**config.mk**
```make
export PLATFORM = sky130hd
export DESIGN_NAME = gxb_row_mem
export DESIGN_NICKNAME = d
export VERILOG_FILES = /design/src/rtl/assert_macros.svh /design/src/rtl/gxb_row_mem.sv
export SDC_FILE = /design/constraint.sdc
export NUM_CORES = 2
export LEC_CHECK = 0
export ABC_CLOCK_PERIOD_IN_PS = 9100
export BUFFER_PORTS_ARGS = -buffer_cell sky130_fd_sc_hd__buf_2
export CAP_MARGIN = 20
export CORE_UTILIZATION = 35
export DETAILED_ROUTE_END_ITERATION = 8
export PLACE_DENSITY_LB_ADDON = 0.12
export RECOVER_POWER = 100
export SYNTH_ARGS = -nofsm -noshare
export SYNTH_HDL_FRONTEND = slang
export SYNTH_SLANG_ARGS = --single-unit
```
**constraint.sdc**
```tcl
create_clock -name clk -period 9.1 [get_ports clk]
set_clock_uncertainty 0.15 [all_clocks]
set_input_delay 1.82 -clock clk [delete_from_list [all_inputs] [get_ports clk]]
set_output_delay 1.82 -clock clk [all_outputs]
set_load 0.01 [all_outputs]
```
**src/rtl/assert_macros.svh**
```systemverilog
// ============================================================================
// Assertion macros
// Shared concurrent assertion macros for the GF(2) basis engine RTL.
// ============================================================================
`ifndef ASSERT_MACROS_SVH
`define ASSERT_MACROS_SVH

`ifndef ASSERT_OFF

// The property must hold at every rising clock edge outside reset.
`define ASSERT_CLK(lbl, clk, rstn, prop, msg) \
    lbl: assert property (@(posedge clk) disable iff (!(rstn)) (prop)) else $error(msg);

// The condition must never be true at a rising clock edge outside reset.
`define ASSERT_NEVER(lbl, clk, rstn, cond, msg) \
    lbl: assert property (@(posedge clk) disable iff (!(rstn)) !(cond)) else $error(msg);

`else

`define ASSERT_CLK(lbl, clk, rstn, prop, msg)
`define ASSERT_NEVER(lbl, clk, rstn, cond, msg)

`endif

`endif

```
**src/rtl/gxb_row_mem.sv**
```systemverilog
// ============================================================================
// gxb_row_mem
// Basis row storage: one write port and one registered read port.
// ============================================================================
`timescale 1ns / 1ps

module gxb_row_mem #(
    parameter int DEPTH = 64,
    parameter int WIDTH = 64
) (
    input  logic                     clk,
    input  logic                     we,
    input  logic [$clog2(DEPTH)-1:0] waddr,
    input  logic [WIDTH-1:0]         wdata,
    input  logic [$clog2(DEPTH)-1:0] raddr,
    output logic [WIDTH-1:0]         rdata
);

    logic [WIDTH-1:0] mem [DEPTH];
    logic [WIDTH-1:0] rdata_reg;

    always_ff @(posedge clk)
    begin
        if (we)
        begin
            mem[waddr] <= wdata;
        end
    end

    always_ff @(posedge clk)
    begin
        rdata_reg <= mem[raddr];
    end

    assign rdata = rdata_reg;

endmodule

```
Word level (Yosys, flattened, before mapping)
Memory sizes are Yosys's and may differ from the RTL's. A register that Yosys moved wholly into a read port is not among the register bits.
Cells that the tools add are included.
{"block": "word_totals", "output_inout_bits": 64, "input_bits": 78, "regBits": 0, "wordCells": 3, "n_memories": 1, "mem_bits_rw": 4096}
{"name": "mem", "depth": 64, "width": 64, "rd": 1, "rd_clocked_by_memory_dff": 1, "wr": 1, "line_no": "gxb_row_mem.sv:19", "text": "logic [WIDTH-1:0] mem [DEPTH];"}
{"block": "op_classes", "mux": 2}
{"cell": "2-to-1 mux 1 bit", "count": 2}

Depth between registers and ports, before layout
{"block": "logic_depth", "depth_word": 2, "ltp_mapped": 9, "depth_no_buf": 5}

Worst setup path before layout
OpenSTA, ideal clock, no wires.
{"block": "synth_path", "path_kind": "input port to flip-flop", "from": "input waddr[3]", "to": "memory mem[48][0] (enable)", "setup_ps": 564, "path_slack_ps": 1694, "n_path_buf": 1, "t_arrival_ps": 6692, "cell_stages": 4, "required_ps": 8386, "cell_sequence": "clkbuf_1 > nor2b_1 > nand4b_1 > nor3_1"}
{"element": "start, declared", "line_no": "gxb_row_mem.sv:13", "text": "input logic [$clog2(DEPTH)-1:0] waddr,"}
{"element": "end, declared", "line_no": "gxb_row_mem.sv:19"}
No word-level cell before the write port.

Worst setup path in the final report
{"block": "layout_path", "from": "input we", "to": "memory mem[32][20] (enable)"}
{"block": "layout_between", "elab_chain_len": 2}
{"element": "start, declared", "line_no": "gxb_row_mem.sv:12", "text": "input logic we,"}
{"element": "2-to-1 mux 1 bit", "line_no": "gxb_row_mem.sv:24", "text": "if (we)"}
{"element": "2-to-1 mux 1 bit (not written as such)", "line_no": "gxb_row_mem.sv:26", "text": "mem[waddr] <= wdata;"}
Every way passes these cells.

==> impl_results.rst <==
.. list-table::
   :header-rows: 1

   * - Metric
     - Value
   * - Quantity of I/O buffers inserted on ports
     - 141
   * - Sum of buffers and inverters on the critical path
     - 2
   * - Peak clock frequency supported by timing
     - 149 MHz
   * - Max_cap viols
     - 173
   * - Clock edge transition at the registers on the reported setup and hold paths
     - 0.06 ns
   * - Post_cts resized
     - 0
   * - Count of final setup violators
     - 0
   * - Final Net Count
     - 7,134
   * - Top-level port count
     - 142
   * - Count of flip-flops with a built-in enable after synthesis
     - 4,096
   * - Non-Filler Cell Area, Final
     - 179,000 µm²
   * - Post-placement cell count
     - 12.5k
   * - Number of distinct library cells after synthesis
     - 33
   * - Area of the mapped netlist
     - 156,000 µm²
   * - Post-synthesis register bit count
     - 4,160
   * - Critical-path maximum fanout
     - 29
   * - Combined area of the multi-input logic cells
     - 30,400 µm²
   * - Final period demand of the worst path
     - 6.72 ns
   * - Net count of the mapped netlist
     - 6,676
   * - Drt wl/cell
     - 36.4 µm
   * - Sequential cell area in the final layout
     - 124,000 µm²
   * - Global placer's final weighted congestion
     - 0.755
   * - Most frequent cell on the critical path
     - clkbuf_1
   * - Post-layout power
     - 41.4 mW
   * - Remaining global-route overflow
     - 0
   * - Startpoint-to-endpoint class of the critical path
     - input port to register
   * - WL final
     - 487 mm
   * - Horizontal die dimension
     - 670 µm
   * - Post-Syn Instances
     - 6,598
   * - Share of flip-flops with an asynchronous set or reset after synthesis
     - 0%
   * - Post-route non-filler standard cell count
     - 13.4k
   * - Remaining design rule violation count
     - 0
   * - Cell type group with the largest total delay on the critical path
     - buffers and inverters
   * - RSZ-0062 raised after global routing
     - no
   * - Source-to-sink clock delay at the later pin of the worst-skew pair
     - 1.00 ns
   * - Area of the die
     - 449,000 µm²
   * - Effective utilization at floorplan
     - 35.1%
   * - Clock tree from TritonCTS
     - yes
   * - Hold-fix buffer count after cts
     - 0
   * - Outcome
     - finished, violations left
   * - Worst-case vdd ir drop
     - 0.170 mV
   * - Max-slew violation total from the final report
     - 6,615
   * - Clock Path Buffers
     - 4
   * - Largest net degree at the start of global routing
     - 108
   * - Number of flip-flops under the largest register name
     - 4,096
   * - Post-Place Worst Slack
     - 3.50 ns
   * - Leakage
     - 54.8 nW
   * - Library cell contributing the largest single delay on the critical path
     - clkbuf_1
   * - Yosys synthesis warning count
     - 0
   * - Startpoint type of the worst setup path
     - input port
   * - Top routing layer in use
     - met5
   * - Total clock buffers created by CTS
     - 448
   * - Via count of the first global-routing pass
     - 77.6k
   * - Layout cells sized above 1
     - 25.2%
   * - Remaining antenna violation count
     - 0
   * - Global router's overall resource usage
     - 21.4%
   * - Setup TNS
     - 0 ns
   * - Wire length on met3
     - 24.7 mm
   * - Required time reported for the critical path endpoint
     - 9.45 ns
   * - Number of fillers in the final layout
     - 39.1k
   * - Kind of end point of the critical path
     - register
   * - Final number of hold-violating endpoints
     - 0
   * - Setup repair bufs after CTS
     - 0
   * - Worst Tran Pin Value
     - 4.81 ns
   * - Level count of the clock H-tree
     - 5
   * - Core Rows
     - 245
   * - P&R area growth vs syn
     - 14.6%
   * - Clock Tree Root
     - clkbuf_16
   * - Mapped Avg Cell Area
     - 23.7 µm²
   * - Initial antenna violation count
     - 48
   * - Violations in the final reports
     - capacitance limit, slew limit
   * - Number of iterations in the first detailed-routing pass
     - 5
   * - Mean number of vias per cell
     - 5.57
   * - Standard cell area after detailed placement
     - 165,000 µm²
   * - First-pass GRT wire length
     - 666 mm
   * - Slack of the critical path
     - 2.38 ns
   * - Cells along the critical path
     - clkbuf_1 > nor2b_1 > nand2_1 > nor2_1 > clkbuf_1
   * - Fraction of the cycle the final worst path needs
     - 73.9%
   * - Initial drt markers
     - 8,059
   * - Top flip-flop cell by instance count after synthesis
     - edfxtp_1
   * - Overall die height
     - 670 µm
   * - Min-Delay Path Class
     - register to register
   * - Slew margin rel.
     - -221%
   * - Core box area
     - 445,000 µm²
   * - Wire length on met2
     - 238 mm
   * - Critical Path Max Stage Delay
     - 2.77 ns
   * - Detailed-placement wirelength estimate
     - 261 mm
   * - Detailed-route via count
     - 74.6k
   * - Clock tree sinks
     - 4,160
   * - Power per Cell Area
     - 231 nW/µm²
   * - Arrival @ worst endpoint
     - 7.07 ns
   * - Fraction of the yosys area taken by sequential cells
     - 79.5%
   * - Met1 Routed Length
     - 211 mm
-- worst min-delay path, cell delays in order, from the launching register on --
cell and delay (ns):
edfxtp_1 0.31, mux4_2 0.23, a22oi_1 0.06, nand3_1 0.08, and3_1 0.14
-- cell usage after synthesis (45+ instances only) --
library cell | n | area [µm²]
a22oi_1 | 168 | 1260
a22o_1 | 88 | 771
o22ai_1 | 83 | 519
edfxtp_1 | 4096 | 123000
mux2i_1 | 135 | 1350
nand3_1 | 45 | 225
a211oi_1 | 63 | 473
buf_2 | 170 | 851
dfxtp_1 | 64 | 1280
clkbuf_1 | 140 | 526
mux4_2 | 1024 | 23100
nand2_1 | 58 | 218
and3_1 | 64 | 400
nor2_1 | 112 | 420
-- power by group --
| group | switching (mW) | total [mW] | internal (mW) |
|---|---|---|---|
| registers | 0.140 | 21.4 | 21.3 |
| logic | 1.18 | 1.82 | 0.637 |
| clock network | 7.70 | 18.2 | 10.5 |
-- area by class of cell --
cell class              instances  share of cell area (%)
well taps                    5928                    4.14
diodes                         15                  0.0209
clock inverters               259                    1.47
flip-flops and latches       4160                    69.4
repair buffers                378                    1.26
inverters                      19                  0.0398
clock buffers                 578                    6.74
multi-input cells            2049                    17.0
-- final timing paths --
check | start | endpoint | slack [ns] | depth (start not counted)
worst min-delay path | mem[62][14] | rdata[14] | 0.69 | 4
worst min register to register | mem[62][14] | rdata[14] | 0.69 | 4
worst max-delay path | we | mem[32][20] | 2.38 | 5
worst max register to register | mem[53][4] | rdata[4] | 6.37 | 5
-- cell usage in the layout, fill, tap and decap left out, types with 15 or more instances in the layout --
cell,n
a2bb2oi_1,19
and3_1,64
a22oi_1,168
clkinvlp_4,16
bufinv_16,38
or3_1,29
clkinv_1,103
o22ai_1,83
clkinv_2,71
nor2_4,18
buf_4,101
nor2_1,94
a22o_1,88
a211oi_1,63
nand2_1,54
nor2b_1,25
or2_2,28
diode_2,15
buf_12,25
o221ai_1,38
nand3_1,45
edfxtp_1,4096
clkbuf_1,323
clkbuf_8,35
a41oi_1,26
clkbuf_16,449
dfxtp_1,64
mux4_2,1024
mux2i_1,135
a31oi_1,18
inv_1,19
-- per-stage QoR --
step / hold slack (ns) / utilization (%)
final: 0.692 / 40.3
after global routing: 0.737 / 40.3
after CTS: 0.694 / 40.5
after detailed placement: 0.682 / 37.2
after global placement: 0.670 / 37.1
after floorplan: 0.638 / -
-- per-layer routing --
metal / track usage, % / vias up
met1: 30.3 / 42000
met5: 0 / -
li1: - / 29500
met3: 2.54 / 692
met2: 35.5 / 2386
met4: 5.23 / 8
-- cells by family (layout without fill, tap and decap cells) --
group / Yosys count / count (layout) / share of synthesized area [%]
flops: 4160 / 4160 / 79.5
mux: 1159 / 1159 / 15.6
compound gates: 504 / 504 / 2.48
buf+inv: 389 / 1234 / 1.18
simple gates: 386 / 386 / 1.24
other cells: 0 / 15 / 0
Note: power is estimated with default switching activity, not from simulation.
