[src/rtl/assert_macros.svh]
// ============================================================================
// Assertion macros
// Shared concurrent assertion macros for the GF(2) basis engine RTL.
// ============================================================================
`ifndef ASSERT_MACROS_SVH
`define ASSERT_MACROS_SVH

`ifndef ASSERT_OFF

// The property must hold at every rising clock edge outside reset.
`define ASSERT_CLK(lbl, clk, rstn, prop, msg) \
    lbl: assert property (@(posedge clk) disable iff (!(rstn)) (prop)) else $error(msg);

// The condition must never be true at a rising clock edge outside reset.
`define ASSERT_NEVER(lbl, clk, rstn, cond, msg) \
    lbl: assert property (@(posedge clk) disable iff (!(rstn)) !(cond)) else $error(msg);

`else

`define ASSERT_CLK(lbl, clk, rstn, prop, msg)
`define ASSERT_NEVER(lbl, clk, rstn, cond, msg)

`endif

`endif

[src/rtl/gxb_pkg.sv]
// ============================================================================
// gxb_pkg
// Types and constants shared by the GF(2) basis engine modules.
// ============================================================================
`timescale 1ns / 1ps

package gxb_pkg;

    localparam int VEC_BITS_DEF = 64;
    localparam int VEC_W        = 64;
    localparam int OPC_W        = 2;
    localparam int WIDTH_W      = 7;
    localparam int PIVOT_W      = 6;
    localparam int RANK_W       = 7;
    localparam logic [WIDTH_W-1:0] ACTIVE_WIDTH_RST = 7'd64;

    typedef enum logic [OPC_W-1:0] {
        OP_INSERT = 2'd0,
        OP_TEST   = 2'd1,
        OP_CLEAR  = 2'd2
    } op_t;

    typedef enum logic [1:0] {
        ST_IDLE = 2'd0,
        ST_SCAN = 2'd1,
        ST_DONE = 2'd2
    } state_t;

    // Status from the datapath to the sequencer.
    typedef struct packed {
        logic in_fire;
        logic need_scan;
        logic scan_end;
        logic out_free;
    } gxb_status_t;

    // Controls from the sequencer to the datapath.
    typedef struct packed {
        logic idle;
        logic scan;
        logic deliver;
    } gxb_ctrl_t;

endpackage

[src/rtl/gxb_seq.sv]
// ============================================================================
// gxb_seq
// Sequencer for the basis engine: accept, bit-serial scan, result hand-off.
// ============================================================================
`timescale 1ns / 1ps

module gxb_seq
    import gxb_pkg::*;
(
    input  logic        clk,
    input  logic        rst_n,
    input  gxb_status_t status,
    output gxb_ctrl_t   ctrl
);

    state_t state_reg;
    state_t state_next;

    always_ff @(posedge clk or negedge rst_n)
    begin
        if (!rst_n)
        begin
            state_reg <= ST_IDLE;
        end
        else
        begin
            state_reg <= state_next;
        end
    end

    always_comb
    begin
        state_next = state_reg;
        case (state_reg)
            ST_IDLE:
            begin
                if (status.in_fire)
                begin
                    state_next = status.need_scan ? ST_SCAN : ST_DONE;
                end
            end
            ST_SCAN:
            begin
                if (status.scan_end)
                begin
                    state_next = ST_DONE;
                end
            end
            ST_DONE:
            begin
                if (status.out_free)
                begin
                    state_next = ST_IDLE;
                end
            end
            default:
            begin
                state_next = ST_IDLE;
            end
        endcase
    end

    always_comb
    begin
        ctrl = '0;
        case (state_reg)
            ST_IDLE:
            begin
                ctrl.idle = 1'b1;
            end
            ST_SCAN:
            begin
                ctrl.scan = 1'b1;
            end
            ST_DONE:
            begin
                ctrl.deliver = status.out_free;
            end
            default:
            begin
                ctrl = '0;
            end
        endcase
    end

endmodule
[config.mk]
export PLATFORM = sky130hd
export DESIGN_NAME = gxb_seq
export DESIGN_NICKNAME = d
export VERILOG_FILES = /design/src/rtl/assert_macros.svh /design/src/rtl/gxb_pkg.sv /design/src/rtl/gxb_seq.sv
export SDC_FILE = /design/constraint.sdc
export NUM_CORES = 1
export LEC_CHECK = 0
export BUFFER_PORTS_ARGS = -buffer_cell sky130_fd_sc_hd__buf_2
export CAP_MARGIN = 25
export CELL_PAD_IN_SITES_DETAIL_PLACEMENT = 1
export CELL_PAD_IN_SITES_GLOBAL_PLACEMENT = 1
export CORE_AREA = 2 2 39 41
export CTS_CLUSTER_DIAMETER = 150
export DETAILED_ROUTE_END_ITERATION = 10
export DIE_AREA = 0 0 41 43
export PLACE_DENSITY_LB_ADDON = 0.1
export SLEW_MARGIN = 20
export SYNTH_ARGS = -nofsm -noshare
export SYNTH_HDL_FRONTEND = slang
export SYNTH_SLANG_ARGS = --single-unit
[constraint.sdc]
create_clock -name clk -period 1.3 [get_ports clk]
set_clock_uncertainty 0.2 [all_clocks]
set_input_delay 0.13 -clock clk [delete_from_list [all_inputs] [get_ports clk]]
set_output_delay 0.13 -clock clk [all_outputs]
set_load 0.005 [all_outputs]
Word level (Yosys, flattened, before mapping)

Cells that the tools add are included.

Reductions and logical operators: 2
Shift operators: 0
Bitwise operators: 0
$lt $le $gt $ge: 0
Mux-type cells: 8
$add $sub $neg: 0
Equal/unequal tests: 5
Divide/modulo/power cells: 0
$mul: 0

Operators with widths:

| cell                                           | count |
|---|---|
| two-way mux 2 bit                              | 4 |
| != test 2 bit (second input constant)          | 3 |
| one-hot mux 2 bit (3 select lines)             | 1 |
| two-way mux 1 bit                              | 3 |
| AND reduction 3 bit                            | 1 |
| == test 2 x 1 -> 1 bit (second input constant) | 1 |
| == test 2 bit (second input constant)          | 1 |
| logical NOT 2 bit                              | 1 |

Bits in read-only memories: 0
Input port bits: 6
Bits in registers: 2
Word-level logic and storage cells: 16
Output and inout bits: 3
Memories kept: 0
RAM bits: 0
Bits in latches: 0

Logic depth before layout (Yosys ltp)

Word-level depth: 3
Depth in mapped cells: 2
Gate-level depth less buffers: 2

Least setup slack after synthesis

No wires, ideal clock.

Path kind: register -> register
Start point: register state_reg[0]
End point: register state_reg[1]
Slack: 38 ps
Cell stages (with the launch flop): 3
Period minus slack after synthesis: 1,262 ps
Data arrival time: 993 ps
Required time: 1,031 ps
Path buffers: 0
Setup time: 69 ps
Cells stage by stage: dfrtp_1 or4b_1 nand3_1

Longest elaborated chain between the ends: 3
Elaborated cells between the ends (all ways): 8
Classes of those cells: 5 x eq/ne; 1 x mux; 2 x reduce/logical

RTL lines:

| what                                           | RTL line      | source |
|---|---|---|
| start, declared                                | gxb_seq.sv:16 | `state_t state_reg;` |
| start signal, assigned                         | gxb_seq.sv:27 | `state_reg <= state_next;` |
| == test 2 x 1 -> 1 bit (tied with other cells) | gxb_seq.sv:34 | `case (state_reg)` |
| != test 2 bit (no source line)                 | --            |  |
| AND reduction 3 bit (no source line)           | --            |  |

Parallel ways exist; a longest one is shown, timed or not.
A chain may end at the register's enable or synchronous reset.

==> flow_metrics.py <==
metrics = {
    "pwr": {
        "p_seq_share_pct": 26.6,
        "p_leak_nw": 0.1319,
        "p_int_w": 0.0002924,
        "switchingPower_w": 0.0001060,
        "swShare_pct": 26.61,
        "power_frac_clock_pct": 33.0,
        "pwr-share-comb_pct": 40.3,
        "max-vdd-ir-drop_mv": 0.3411,
        "power.density_nw_per_um2": 1447,
    },
    "routing": {
        "vias_per_cell": 3.468,
        "vias": 163,
        "drt_iter0_markers": 0,
        "totalWireLength_um": 367,
        "avgRoutedWirePerCell_um": 7.809,
        "antenna_left": 0,
        "drcViolationCount": 0,
        "dr.pass1.iters": 1,
    },
    "timing": {
        "finalMaxSlewViolations": 0,
        "setup_violations": 1,
        "fmax_mhz": 752.6,
        "final-hold-violation-count": 0,
        "grt_setup_unrepaired": "true",
        "worst_slack_ns": -0.02870,
        "maxSlewHeadroom_pct": 90.59,
        "fin_crit_sh_pct": 102.2,
        "tightest_slew_ns": 0.1411,
        "min_period_ns": 1.329,
    },
    "clock_tree": {
        "cts_tree": "yes",
        "clk_latency_ns": 0.22,
        "cts-htree-levels": 1,
        "clkTransAtPathRegs_ns": 0.03,
        "cts_setup_buffers": 0,
        "cts_root_buf": "clkbuf_4",
        "ctsLongestPathBuffers": 2,
        "clock_sinks": 2,
        "numCtsBuffers": 3,
    },
    "synthesis": {
        "syn-cell-area_um2": 118.9,
        "yosysTopAreaCellShare_pct": 42.11,
        "synth_top_cell_by_area": "dfrtp_1",
        "synthCells": 13,
        "synthesis.nets": 19,
        "ys_ff_latch": 2,
        "synth.area.top_cells": "dfrtp_1 42%, nand3b_1 13%, or4b_1 8.4%",
        "yosysWarnings": 0,
        "syn_area_per_cell_um2": 9.143,
        "yosysUniqueCellTypes": 10,
        "synth_seq_area_share_pct": 42.11,
    },
    "floorplan": {
        "ioPinCount": 9,
        "fp.dieH_um": 43,
        "die_w_um": 41,
        "design.die.area_um2": 1763,
        "start_util_pct": 8.590,
        "placeableCoreArea_um2": 1384,
        "rows": 14,
    },
    "outcome": {
        "status": "complete, but fails checks",
        "violations": "setup timing",
    },
    "finish": {
        "final_cells": 47,
        "fillerInstances": 176,
        "antennaDiodeCount": 0,
        "area_delta_synth_final_pct": 131.6,
        "fin_nets": 39,
        "seqCellArea_um2": 51.30,
        "multi_input_area_um2": 71.32,
        "drive_gt1_share_pct": 54.84,
        "largest_reg_flops": 2,
    },
    "placed_design": {
        "place_ws_ns": 0.001855,
        "place_inst": 40,
        "numPortBuffers": 8,
        "globalplace.congestion": 0.6324,
    },
    "critical_path": {
        "reg2reg_depth": 2,
        "worstSetupPathType": "flop to output port",
        "cp_slowest_stage_delay_ns": 0.42,
        "regToRegSetupSlack_ns": 0.03,
        "reg2reg_to": "state_reg[1]",
        "reg2reg_from": "state_reg[1]",
        "cp_num_cells": 3,
        "worst_path_max_delay_cell": "dfrtp_2",
        "cp-start-kind": "flop",
        "cp.arrival_ns": 1.00,
        "cp_top_family": "flip-flops",
        "cp_data_required_time_ns": 0.97,
        "crit_chain": "buf_6 > nor2b_1 > buf_2",
        "cp_num_buf_inv": 2,
        "crit_fanout": 6,
        "end_kind": "output port",
    },
    "global_route": {
        "grt_pass1_wl_um": 621,
        "overflow": 0,
        "grtUsageTotal_pct": 5.528,
        "grt_pass1_vias": 175,
        "grt_antenna_before_repair": 0,
        "grt_max_degree": 7,
    },
    "hold_path": {
        "holdCritStartpoint": "status[2]",
        "min_delay_worst_endpoint": "state_reg[1]",
        "hold_path_class": "primary input to flop",
        "hold_path_depth": 3,
    },
    "job": {
        "max_cap_viol_count": 0,
    },
}
[through the flow]
step                total power [W]  setup TNS, ns  util (%)  area [µm²]  hold WS (ns)
floorplan                 0.0001531              0         -       118.9       -0.3656
global placement          0.0002454       -0.01607     14.56       201.4       -0.2858
detailed placement        0.0002437              0     14.56       201.4       -0.2823
CTS                       0.0004152        -0.1119     19.80       274.0     -0.001440
global route              0.0004437        -0.2307     19.89       275.3       0.01626
finish                    0.0003984       -0.02870     19.89       275.3       0.01199
[cell usage in the layout, fill, tap and decap left out, drive strengths merged]
cell type / Yosys / layout
a21oi: 1 / 1
nor2b: 1 / 1
or4b: 1 / 1
nor2: 2 / 2
dlygate4sd3: 0 / 4
or3b: 1 / 1
buf: 0 / 11
dfrtp: 2 / 2
nand3b: 2 / 2
nand2: 1 / 1
nand3: 1 / 1
or2b: 1 / 1
clkbuf: 0 / 3
[layout make-up]
class | count | share of cell area, %
Multi-Input combinational cell | 11 | 25.91
Sequential cell | 2 | 18.64
Clock buffer | 3 | 8.182
Tap cell | 16 | 7.273
Timing Repair Buffer | 15 | 40.00
[timing repair]
item                                    in CTS  in global routing
hold endpoints to repair                     4                  0
gates cloned                                 0                  0
endpoints found under the setup margin       4                  4
gates resized for setup                      3                  1
hold buffers                                 4                  0
pin swaps                                    2                  2
[worst max path at each step]
| stage | from | endpoint |
|---|---|---|
| after global placement | state_reg[0] | state_reg[1] |
| after global routing | state_reg[1] | ctrl[1] |
| after detailed placement | state_reg[0] | state_reg[1] |
| final | state_reg[0] | ctrl[1] |
| after floorplan | state_reg[0] | state_reg[1] |
| after CTS | state_reg[0] | ctrl[1] |
[cell usage after synthesis (all sizes together)]
cell,n
nor2,2
a21oi,1
dfrtp,2
nand3,1
or3b,1
nor2b,1
nand2,1
nand3b,2
or4b,1
or2b,1
[power by group through the flow]
stage	registers (W)	logic, W	clock network (W)
2_1_floorplan	0.000103	0.0000505	0
3_3_place_gp	0.000105	0.000141	0
3_5_place_dp	0.000104	0.000140	0
4_1_cts	0.000106	0.000164	0.000145
5_1_grt	0.000111	0.000182	0.000152
6_report	0.000106	0.000161	0.000132
[kinds of logic (layout without fill, tap and decap cells)]
kind of cell	after synthesis	count (layout)	synth area share (%)
AND/OR/NAND/NOR	10	10	53.68
flip-flops	2	2	42.11
AO/OA/AOI/OAI	1	1	4.206
buffers and inverters	0	18	0
[worst reg2reg max path, cell delays in order (launching register included)]
cell     delay [ns]
dfrtp_1        0.40
or4b_1         0.51
nand3_1        0.09
[routing by layer]
layer | GRT usage (%) | share of wire (%) | routed length, µm
met2 | 8.125 | 53 | 196
met4 | 4.000 | 0 | 0
met1 | 5.484 | 40 | 148
met3 | 3.141 | 6.0 | 22
met5 | 0 | 0 | 0
Note: power is estimated with default switching activity, not from simulation.
